[src/sv/ptnp_pkg.sv]
`timescale 1ns / 1ps
// ----------------------------------------------------------------------------
// ptnp_pkg: shared constants for the prime test and next prime unit
// Operand width and the widths derived from it for the candidate, the
// trial divisor, its square and the divider.
// ----------------------------------------------------------------------------
package ptnp_pkg;

    // Width of the signed operand taken from the input value.
    localparam int VALUE_BITS = 32;

    // Candidate width. The next prime may pass the largest operand value
    // at narrow widths but always stays below twice that value.
    localparam int CAND_W = VALUE_BITS;

    // Trial divisors stay a few steps above the square root of the candidate.
    localparam int DIV_W = (CAND_W + 1) / 2 + 2;

    // Width of the squared divisor.
    localparam int SQ_W = 2 * DIV_W;

    // Bit counter of the one-bit-per-cycle divider.
    localparam int BIT_W = $clog2(CAND_W);

    // Width of the next prime result field.
    localparam int NEXT_W = 31;

    // Smallest prime, and the first odd trial divisor.
    localparam int MIN_PRIME     = 2;
    localparam int FIRST_DIVISOR = 3;

    // Divisor increments of the 6k-1 / 6k+1 walk.
    localparam int STEP_SHORT = 2;
    localparam int STEP_LONG  = 4;

endpackage

[src/sv/prime_test_and_next_prime_unit.sv]
`timescale 1ns / 1ps
// Values of 2 or less go from idle straight to the done state, skipping the search.
// Otherwise each candidate n passes through the even test and, for each of its
// trial divisors (about sqrt(n) / 3 of them for a prime), the square, the compare,
// the single shared restoring divider that retires one quotient bit a cycle, and the check.
// Items: one at a time; o_ready is high only between items.
// Reset (synchronous, active low) returns the sequencer to idle and drops o_valid.
// ----------------------------------------------------------------------------
// prime_test_and_next_prime_unit: trial-division prime test and next prime
// Tests the signed input for primality and searches upward from it for the
// smallest prime greater than or equal to it, using one iterative divider.
// ----------------------------------------------------------------------------
module prime_test_and_next_prime_unit (
    input  logic                           i_clk,
    input  logic                           i_rst_n,
    // Input channel.
    input  logic                           i_valid,
    output logic                           o_ready,
    input  logic [31:0]                    i_value,
    // Output channel.
    output logic                           o_valid,
    input  logic                           i_ready,
    output logic                           o_is_prime,
    output logic [ptnp_pkg::NEXT_W-1:0]    o_next_prime
);

    // The sequencer walks through the candidates. For each candidate it first
    // rejects even numbers, then tries the divisors 3, 5, 7, 11, 13, 17, ...
    // For every divisor the square is registered in ST_SQ and compared with
    // the candidate in ST_CMP; when the square passes the candidate, the
    // candidate is prime. Otherwise the shared divider produces the remainder,
    // and a zero remainder marks the candidate composite, which moves the
    // search on to the next candidate. The very first candidate is the input
    // value itself, so its outcome is also the primality result.
    typedef enum logic [2:0] {
        ST_IDLE,
        ST_START,
        ST_SQ,
        ST_CMP,
        ST_DIV,
        ST_CHK,
        ST_DONE
    } t_state;

    t_state                            r_state, n_state;
    logic [ptnp_pkg::CAND_W-1:0]       r_cand, n_cand;
    logic [ptnp_pkg::DIV_W-1:0]        r_div, n_div;
    logic                              r_step4, n_step4;
    logic [ptnp_pkg::SQ_W-1:0]         r_sq, n_sq;
    logic [ptnp_pkg::DIV_W-1:0]        r_rem, n_rem;
    logic [ptnp_pkg::BIT_W-1:0]        r_bit, n_bit;
    logic                              r_first, n_first;
    logic                              r_is_prime, n_is_prime;
    logic                              r_out_valid, n_out_valid;
    logic                              r_out_prime, n_out_prime;
    logic [ptnp_pkg::NEXT_W-1:0]       r_out_next, n_out_next;

    // Operand view of the input: low VALUE_BITS bits, two's complement.
    logic [ptnp_pkg::VALUE_BITS-1:0]   w_value;
    logic                              w_small;
    // Shared arithmetic.
    logic [ptnp_pkg::SQ_W-1:0]         w_sq;
    logic [ptnp_pkg::SQ_W-1:0]         w_cand_wide;
    logic [ptnp_pkg::DIV_W:0]          w_trial;
    logic [ptnp_pkg::DIV_W:0]          w_div_wide;
    logic [ptnp_pkg::DIV_W:0]          w_diff;
    logic [ptnp_pkg::DIV_W-1:0]        w_div_next;

    assign w_value = i_value[ptnp_pkg::VALUE_BITS-1:0];
    // Negative values and values up to 2 all map to the next prime 2.
    assign w_small = w_value[ptnp_pkg::VALUE_BITS-1]
                   || (w_value[ptnp_pkg::VALUE_BITS-2:0]
                       <= (ptnp_pkg::VALUE_BITS-1)'(ptnp_pkg::MIN_PRIME));

    assign w_sq        = {{ptnp_pkg::DIV_W{1'b0}}, r_div} * {{ptnp_pkg::DIV_W{1'b0}}, r_div};
    assign w_cand_wide = {{(ptnp_pkg::SQ_W - ptnp_pkg::CAND_W){1'b0}}, r_cand};

    // One restoring division step: bring down the next candidate bit.
    assign w_trial    = {r_rem, r_cand[r_bit]};
    assign w_div_wide = {1'b0, r_div};
    assign w_diff     = w_trial - w_div_wide;

    // 3 -> 5 -> 7 -> 11 -> 13 -> 17 -> ...
    always_comb begin
        if (r_div == ptnp_pkg::DIV_W'(ptnp_pkg::FIRST_DIVISOR)) begin
            w_div_next = r_div + ptnp_pkg::DIV_W'(ptnp_pkg::STEP_SHORT);
        end else if (r_step4) begin
            w_div_next = r_div + ptnp_pkg::DIV_W'(ptnp_pkg::STEP_LONG);
        end else begin
            w_div_next = r_div + ptnp_pkg::DIV_W'(ptnp_pkg::STEP_SHORT);
        end
    end

    always_comb begin
        n_state     = r_state;
        n_cand      = r_cand;
        n_div       = r_div;
        n_step4     = r_step4;
        n_sq        = r_sq;
        n_rem       = r_rem;
        n_bit       = r_bit;
        n_first     = r_first;
        n_is_prime  = r_is_prime;
        n_out_valid = r_out_valid;
        n_out_prime = r_out_prime;
        n_out_next  = r_out_next;

        // The waiting result leaves on its transfer.
        if (r_out_valid && i_ready) begin
            n_out_valid = 1'b0;
        end

        unique case (r_state)
            ST_IDLE: begin
                if (i_valid) begin
                    if (w_small) begin
                        n_is_prime = (w_value == ptnp_pkg::VALUE_BITS'(ptnp_pkg::MIN_PRIME));
                        n_cand     = ptnp_pkg::CAND_W'(ptnp_pkg::MIN_PRIME);
                        n_state    = ST_DONE;
                    end else begin
                        n_cand  = ptnp_pkg::CAND_W'(w_value);
                        n_first = 1'b1;
                        n_state = ST_START;
                    end
                end
            end
            ST_START: begin
                n_div   = ptnp_pkg::DIV_W'(ptnp_pkg::FIRST_DIVISOR);
                n_step4 = 1'b0;
                if (!r_cand[0]) begin
                    // Even and at least 4: composite.
                    if (r_first) begin
                        n_is_prime = 1'b0;
                    end
                    n_first = 1'b0;
                    n_cand  = r_cand + 1'b1;
                end else begin
                    n_state = ST_SQ;
                end
            end
            ST_SQ: begin
                n_sq    = w_sq;
                n_state = ST_CMP;
            end
            ST_CMP: begin
                if (r_sq > w_cand_wide) begin
                    // No divisor up to the square root: prime.
                    if (r_first) begin
                        n_is_prime = 1'b1;
                    end
                    n_first = 1'b0;
                    n_state = ST_DONE;
                end else begin
                    n_rem   = '0;
                    n_bit   = ptnp_pkg::BIT_W'(ptnp_pkg::CAND_W - 1);
                    n_state = ST_DIV;
                end
            end
            ST_DIV: begin
                if (w_trial >= w_div_wide) begin
                    n_rem = w_diff[ptnp_pkg::DIV_W-1:0];
                end else begin
                    n_rem = w_trial[ptnp_pkg::DIV_W-1:0];
                end
                if (r_bit == '0) begin
                    n_state = ST_CHK;
                end else begin
                    n_bit = r_bit - 1'b1;
                end
            end
            ST_CHK: begin
                if (r_rem == '0) begin
                    if (r_first) begin
                        n_is_prime = 1'b0;
                    end
                    n_first = 1'b0;
                    n_cand  = r_cand + 1'b1;
                    n_state = ST_START;
                end else begin
                    if (r_div != ptnp_pkg::DIV_W'(ptnp_pkg::FIRST_DIVISOR)) begin
                        n_step4 = !r_step4;
                    end
                    n_div   = w_div_next;
                    n_state = ST_SQ;
                end
            end
            ST_DONE: begin
                // Load the output register once it is free or being emptied.
                if (!r_out_valid || i_ready) begin
                    n_out_valid = 1'b1;
                    n_out_prime = r_is_prime;
                    n_out_next  = ptnp_pkg::NEXT_W'(r_cand);
                    n_state     = ST_IDLE;
                end
            end
            default: begin
                n_state = ST_IDLE;
            end
        endcase
    end

    always_ff @(posedge i_clk) begin
        if (!i_rst_n) begin
            r_state     <= ST_IDLE;
            r_out_valid <= 1'b0;
        end else begin
            r_state     <= n_state;
            r_out_valid <= n_out_valid;
        end
        r_cand      <= n_cand;
        r_div       <= n_div;
        r_step4     <= n_step4;
        r_sq        <= n_sq;
        r_rem       <= n_rem;
        r_bit       <= n_bit;
        r_first     <= n_first;
        r_is_prime  <= n_is_prime;
        r_out_prime <= n_out_prime;
        r_out_next  <= n_out_next;
    end

    assign o_ready      = (r_state == ST_IDLE);
    assign o_valid      = r_out_valid;
    assign o_is_prime   = r_out_prime;
    assign o_next_prime = r_out_next;

endmodule

[config.mk]
export PLATFORM = sky130hd
export DESIGN_NAME = prime_test_and_next_prime_unit
export DESIGN_NICKNAME = d
export VERILOG_FILES = /design/src/sv/ptnp_pkg.sv /design/src/sv/prime_test_and_next_prime_unit.sv
export SDC_FILE = /design/constraint.sdc
export NUM_CORES = 1
export LEC_CHECK = 0
export ABC_AREA = 1
export BUFFER_PORTS_ARGS = -buffer_cell sky130_fd_sc_hd__clkbuf_2
export CAP_MARGIN = 30
export CORE_MARGIN = 2
export CORE_UTILIZATION = 45
export CTS_CLUSTER_SIZE = 14
export DETAILED_ROUTE_END_ITERATION = 6
export PLACE_DENSITY = 0.61
export SYNTH_ARGS = -nofsm -noshare
export SYNTH_HDL_FRONTEND = slang
export SYNTH_SLANG_ARGS = --single-unit
[constraint.sdc]
create_clock -name i_clk -period 9 [get_ports i_clk]
set_input_delay 0 -clock i_clk [delete_from_list [all_inputs] [get_ports i_clk]]
set_output_delay 0 -clock i_clk [all_outputs]
set_load 0.01 [all_outputs]
After elaboration in Yosys (flattened, before gate mapping)
Cells that the tools add are included.

word-level totals
  output and inout bits = 34
  register bits = 148
  logic and storage cells = 113
  input port bits = 36

cells by class
  muxes and demuxes = 45
  add/sub/neg operators = 5
  magnitude comparators = 4
  reduce and logical (&&, ||, !) cells = 22
  multiply operators = 1
  equal/unequal tests = 23

operators with widths
  cell                                                                               number
  32-bit two-way mux                                                                 4
  32-bit case mux with 3 select lines                                                1
  18-bit two-way mux                                                                 5
  18-bit case mux with 2 select lines                                                2
  36-bit by 32-bit > comparator with 1-bit output                                    1
  18-bit by 18-bit multiplier with 36-bit output                                     1
  32-bit by 1-bit adder with 32-bit output, second input constant                    1
  32-bit by 2-bit equality test with 1-bit output, second input constant             1
  31-bit by 2-bit less-or-equal comparator with 1-bit output, second input constant  1
  2-bit != test, second input constant                                               13
  3-bit case mux with 7 select lines                                                 1
  19-bit by 18-bit >= comparator with 1-bit output                                   1
  18-bit by 2-bit adder with 18-bit output, second input constant                    1
  18-bit by 3-bit adder with 18-bit output, second input constant                    1
  18-bit by 2-bit equality test with 1-bit output, second input constant             1
  18-bit zero test                                                                   1
  1-bit two-way mux                                                                  18
  18-bit by 2-bit != test with 1-bit output, second input constant                   1
  18-bit subtractor                                                                  1
  3-bit two-way mux                                                                  5
  5-bit two-way mux                                                                  2
  5-bit case mux with 2 select lines                                                 1
  3-bit equality test, second input constant                                         3
  3-bit AND reduction                                                                3
  other kinds (21)                                                                   30

Logic depth before layout (Yosys ltp)
  word-level depth = 5
  depth in mapped cells = 28
  mapped depth without buffers = 26

Worst setup path before layout
Ideal clock, no wire load.

  kind = register -> register
  start = reg r_div[3] in the netlist's numbering
  end = reg r_sq[34] in the netlist's numbering, data pin
  arrival time = 5,723 ps
  period minus slack after synthesis = 5,988 ps
  library setup time = 265 ps
  setup slack = 3,012 ps
  required time = 8,735 ps
  cell stages (with the launch flop) = 25
  path through = edfxtp_1 clkbuf_1 clkbuf_1 nand2_1 fa_1 inv_1 fa_1 inv_1 fa_1 fa_1 inv_1 fa_1 inv_1 fa_1 inv_1 ha_1 a21oi_1 o21ai_0 a21oi_1 o21ai_1 nand2_1 nand2_1 a21oi_1 o21ai_0 xor2_1

between the ends
  longest elaborated chain between the ends = 1

RTL lines
  item                                            RTL line                               RTL
  start: declaration                              prime_test_and_next_prime_unit.sv:47   logic [ptnp_pkg::DIV_W-1:0] r_div, n_div;
  start signal: assignment                        prime_test_and_next_prime_unit.sv:211  r_div <= n_div;
  18-bit by 18-bit multiplier with 36-bit output  prime_test_and_next_prime_unit.sv:75   assign w_sq = {{ptnp_pkg::DIV_W{1'b0}}, r_div} * {{ptnp_pkg::DIV_W{1'b0}}, r_div};
  net w_sq (one bit)                              prime_test_and_next_prime_unit.sv:62   logic [ptnp_pkg::SQ_W-1:0] w_sq;
  end signal: assignment                          prime_test_and_next_prime_unit.sv:213  r_sq <= n_sq;
  end: declaration                                prime_test_and_next_prime_unit.sv:49   logic [ptnp_pkg::SQ_W-1:0] r_sq, n_sq;

The timed path passes the listed nets, and every way through them passes these cells.
A chain may end at the register's enable or synchronous reset.

Worst setup path after layout
  start = reg r_div[6] in the netlist's numbering
  end = reg r_sq[34] in the netlist's numbering, data pin

Same word-level chain as after synthesis.

==> results.cfg <==
[final_layout]
area_growth_syn_to_layout_pct = 9.42
drive_above_1_share_pct = 6.47
nNetsFinal = 2572
diodes = 0

[synthesis]
synth-edff-count = 141
synth_flop_cell = edfxtp_1
synth_cell_types = 61
async_flop_share_pct = 0
yosys-top-cells-area = fa_1 (25%), edfxtp_1 (24%), ha_1 (12%)
synthesis.nets = 2492
syn_avg_cell_area_um2 = 8.63
synthCells = 2071
synth_commonest_cells = inv_1 (473), nand2_1 (379), fa_1 (220)
ys_seq_elements = 145
synth_top_area_share_pct = 24.6
synth.largest_area_cell = fa_1
synth_most_common_cell = inv_1
syn-cell-area_mm2 = 0.0179
yosysWarnings = 0
ys_seq_area_share_pct = 24.1

[global_route]
grt_max_degree = 36
antenna_found_initial = 0
grt_use_met1_pct = 30.3
met3_usage_pct = 3.31
grt_pass1_wl_um = 76200
busiest_layer = met2
grt_pass1_vias = 14480
overflow = 0
grtUsageMet2_pct = 41.1
grt_usage_pct = 23.8

[route]
drtAntennaViolNets = 0
detail_route.vias_per_cell = 5.34
drc = 0
routed_wl_um = 47100
first_pass_iters = 6
drt_iter0_drc = 1018
routed-via-count = 14309
wire_per_inst_um = 17.6

[setup_path]
ff2ff_setup_slack_ns = 2.40
slowest_delay_ns = 1.01
cp_cell_sequence = nand2_1 -> fa_1 -> inv_1 -> fa_1 -> fa_1 -> fa_1 -> fa_1 -> inv_1 -> fa_1 -> inv_1 -> ha_1 -> a21oi_1 -> o21ai_0 -> a21oi_1 -> o21ai_1 -> nand2_1 -> nand2_1 -> a21oi_1 -> o21ai_0 -> xor2_1
crit_top_cell = fa_1
r2r_cells = 20
crit_type = reg2reg
critical-path-top-delay-family = adder cells
r2r-end = r_sq[34]
crit_slowest_cell = edfxtp_1
rr_startpoint = r_div[6]
start_kind = flip-flop
crit_required_ns = 9.20
arrival_ns = 6.79
cp_max_fo = 21
critical_path_buf_inv_count = 3
crit_path_end_kind = flip-flop

[floorplanning]
die_area_mm2 = 0.0413
io_pins = 70
initial_utilization_pct = 45.9
row_count = 72
die_height_um = 203
core-area_mm2 = 0.0389
chipWidth_um = 203

[clock_tree]
clk_path_buf_depth = 2
cts_tree = built
ctsResizeCount = 0
cts.htree.levels = 4
cts_sinks = 145
worstSkewPairLatency_ns = 0.45
clk_pin_slew_worst_paths_ns = 0.06
cts_root_buf = clkbuf_16
cts_buffers = 17

[worst_hold_path]
hp-class = in2reg
min_to = r_state[1]
hold_depth = 5
min_from = i_valid

[timing]
final.setup.tns_ns = 0
worst_slew_pin_slew_ns = 1.01
finalMaxSlewViolations = 0
hold_viol_final = 0
fin_crit_ns = 6.60
maxSlewHeadroom_pct = 32.9
fin_crit_sh_pct = 73.3
rsz0062_at_grt = no
setup_viol = 0
skew_ns = 0.0130
fmax_mhz = 152

[flow_run]
cap_violations = 0

[place]
dpl.hpwl_um = 38400
gp_congestion = 0.942
io_buffer_count = 69

[run_status]
outcome = completed
how the worst max path moves through the flow:
| stage | end | cells past startpoint | slack (ns) | startpoint |
|---|---|---|---|---|
| 3_5_place_dp | r_sq[27] | 22 | 2.40 | r_div[10] |
| 4_1_cts | r_sq[27] | 22 | 2.38 | r_div[10] |
| 5_1_grt | r_sq[27] | 22 | 1.98 | r_div[10] |
| 2_1_floorplan | r_sq[34] | 24 | 3.01 | r_div[3] |
| 3_3_place_gp | r_sq[27] | 19 | 2.42 | r_div[11] |
| 6_report | r_sq[34] | 20 | 2.40 | r_div[6] |
registers in the layout, indices dropped and copies added, names as in the netlist:
register / cells
r_sq: 34
r_cand: 32
o_next_prime: 31
r_rem: 18
r_div: 17
r_bit: 5
r_state: 3
o_is_prime: 1
o_valid: 1
r_first: 1
r_is_prime: 1
r_step4: 1
final cells by class:
type,instances,area (um^2)
flip-flops and latches,145,4310
repair buffers,110,738
well taps,518,648
fillers,3699,19400
clock inverters,12,113
clock buffers,19,433
inverters,485,1830
multi-input cells,1392,11500
repair_timing:
action                    in CTS  in global routing
hold buffers                  34                  0
setup buffers                  0                  0
hold endpoints to repair      35                  0
cell usage in the layout (no fill, tap or decap), types with 29 or more instances in the layout:
cell type / n
o21ai_0: 70
dlygate4sd3_1: 34
nor3_1: 32
nand3_1: 60
nand2_1: 379
a21oi_1: 118
xor2_1: 45
edfxtp_1: 141
nor2_1: 121
nand4_1: 29
fa_1: 220
clkbuf_2: 69
inv_1: 473
ha_1: 165
stage by stage:
| step | hold WS (ns) | cells | util (%) | area, um^2 | worst slack (ns) |
|---|---|---|---|---|---|
| after floorplan | 0.170 | 2071 | - | 17900 | 3.01 |
| after global placement | 0.291 | 2616 | 48.0 | 18700 | 2.42 |
| after detailed placement | 0.300 | 2616 | 48.0 | 18700 | 2.40 |
| after CTS | 0.0716 | 2681 | 50.2 | 19600 | 2.38 |
| after global routing | 0.113 | 2681 | 50.2 | 19600 | 1.98 |
| final | 0.110 | 2681 | 50.2 | 19600 | 2.40 |
worst min-delay path, delay by kind of cell:
| kind | cells | cell delay [ns] |
|---|---|---|
| AO/OA/AOI/OAI | 1 | 0.06 |
| buffers and inverters | 1 | 0.09 |
| AND/OR/NAND/NOR | 3 | 0.35 |
kinds of logic (layout without fill, tap and decap cells):
| logic type | after synthesis | count (layout) | share of synthesized area [%] |
|---|---|---|---|
| and+or+nand+nor | 671 | 671 | 16.3 |
| buffers and inverters | 534 | 626 | 11.7 |
| adders and majority gates | 385 | 385 | 36.2 |
| AOI/OAI and AO/OA | 271 | 271 | 8.51 |
| DFF | 145 | 145 | 24.1 |
| xor gates and xnor gates | 65 | 65 | 3.19 |
layer usage:
metal / vias up / wire (um)
met5: - / 0
met4: 0 / 1590
met3: 86 / 2490
met2: 464 / 23300
met1: 7019 / 19700
li1: 6740 / -
Power is not shown: default switching activity piles up to over one toggle a cycle in this logic, so the estimate is an artifact.
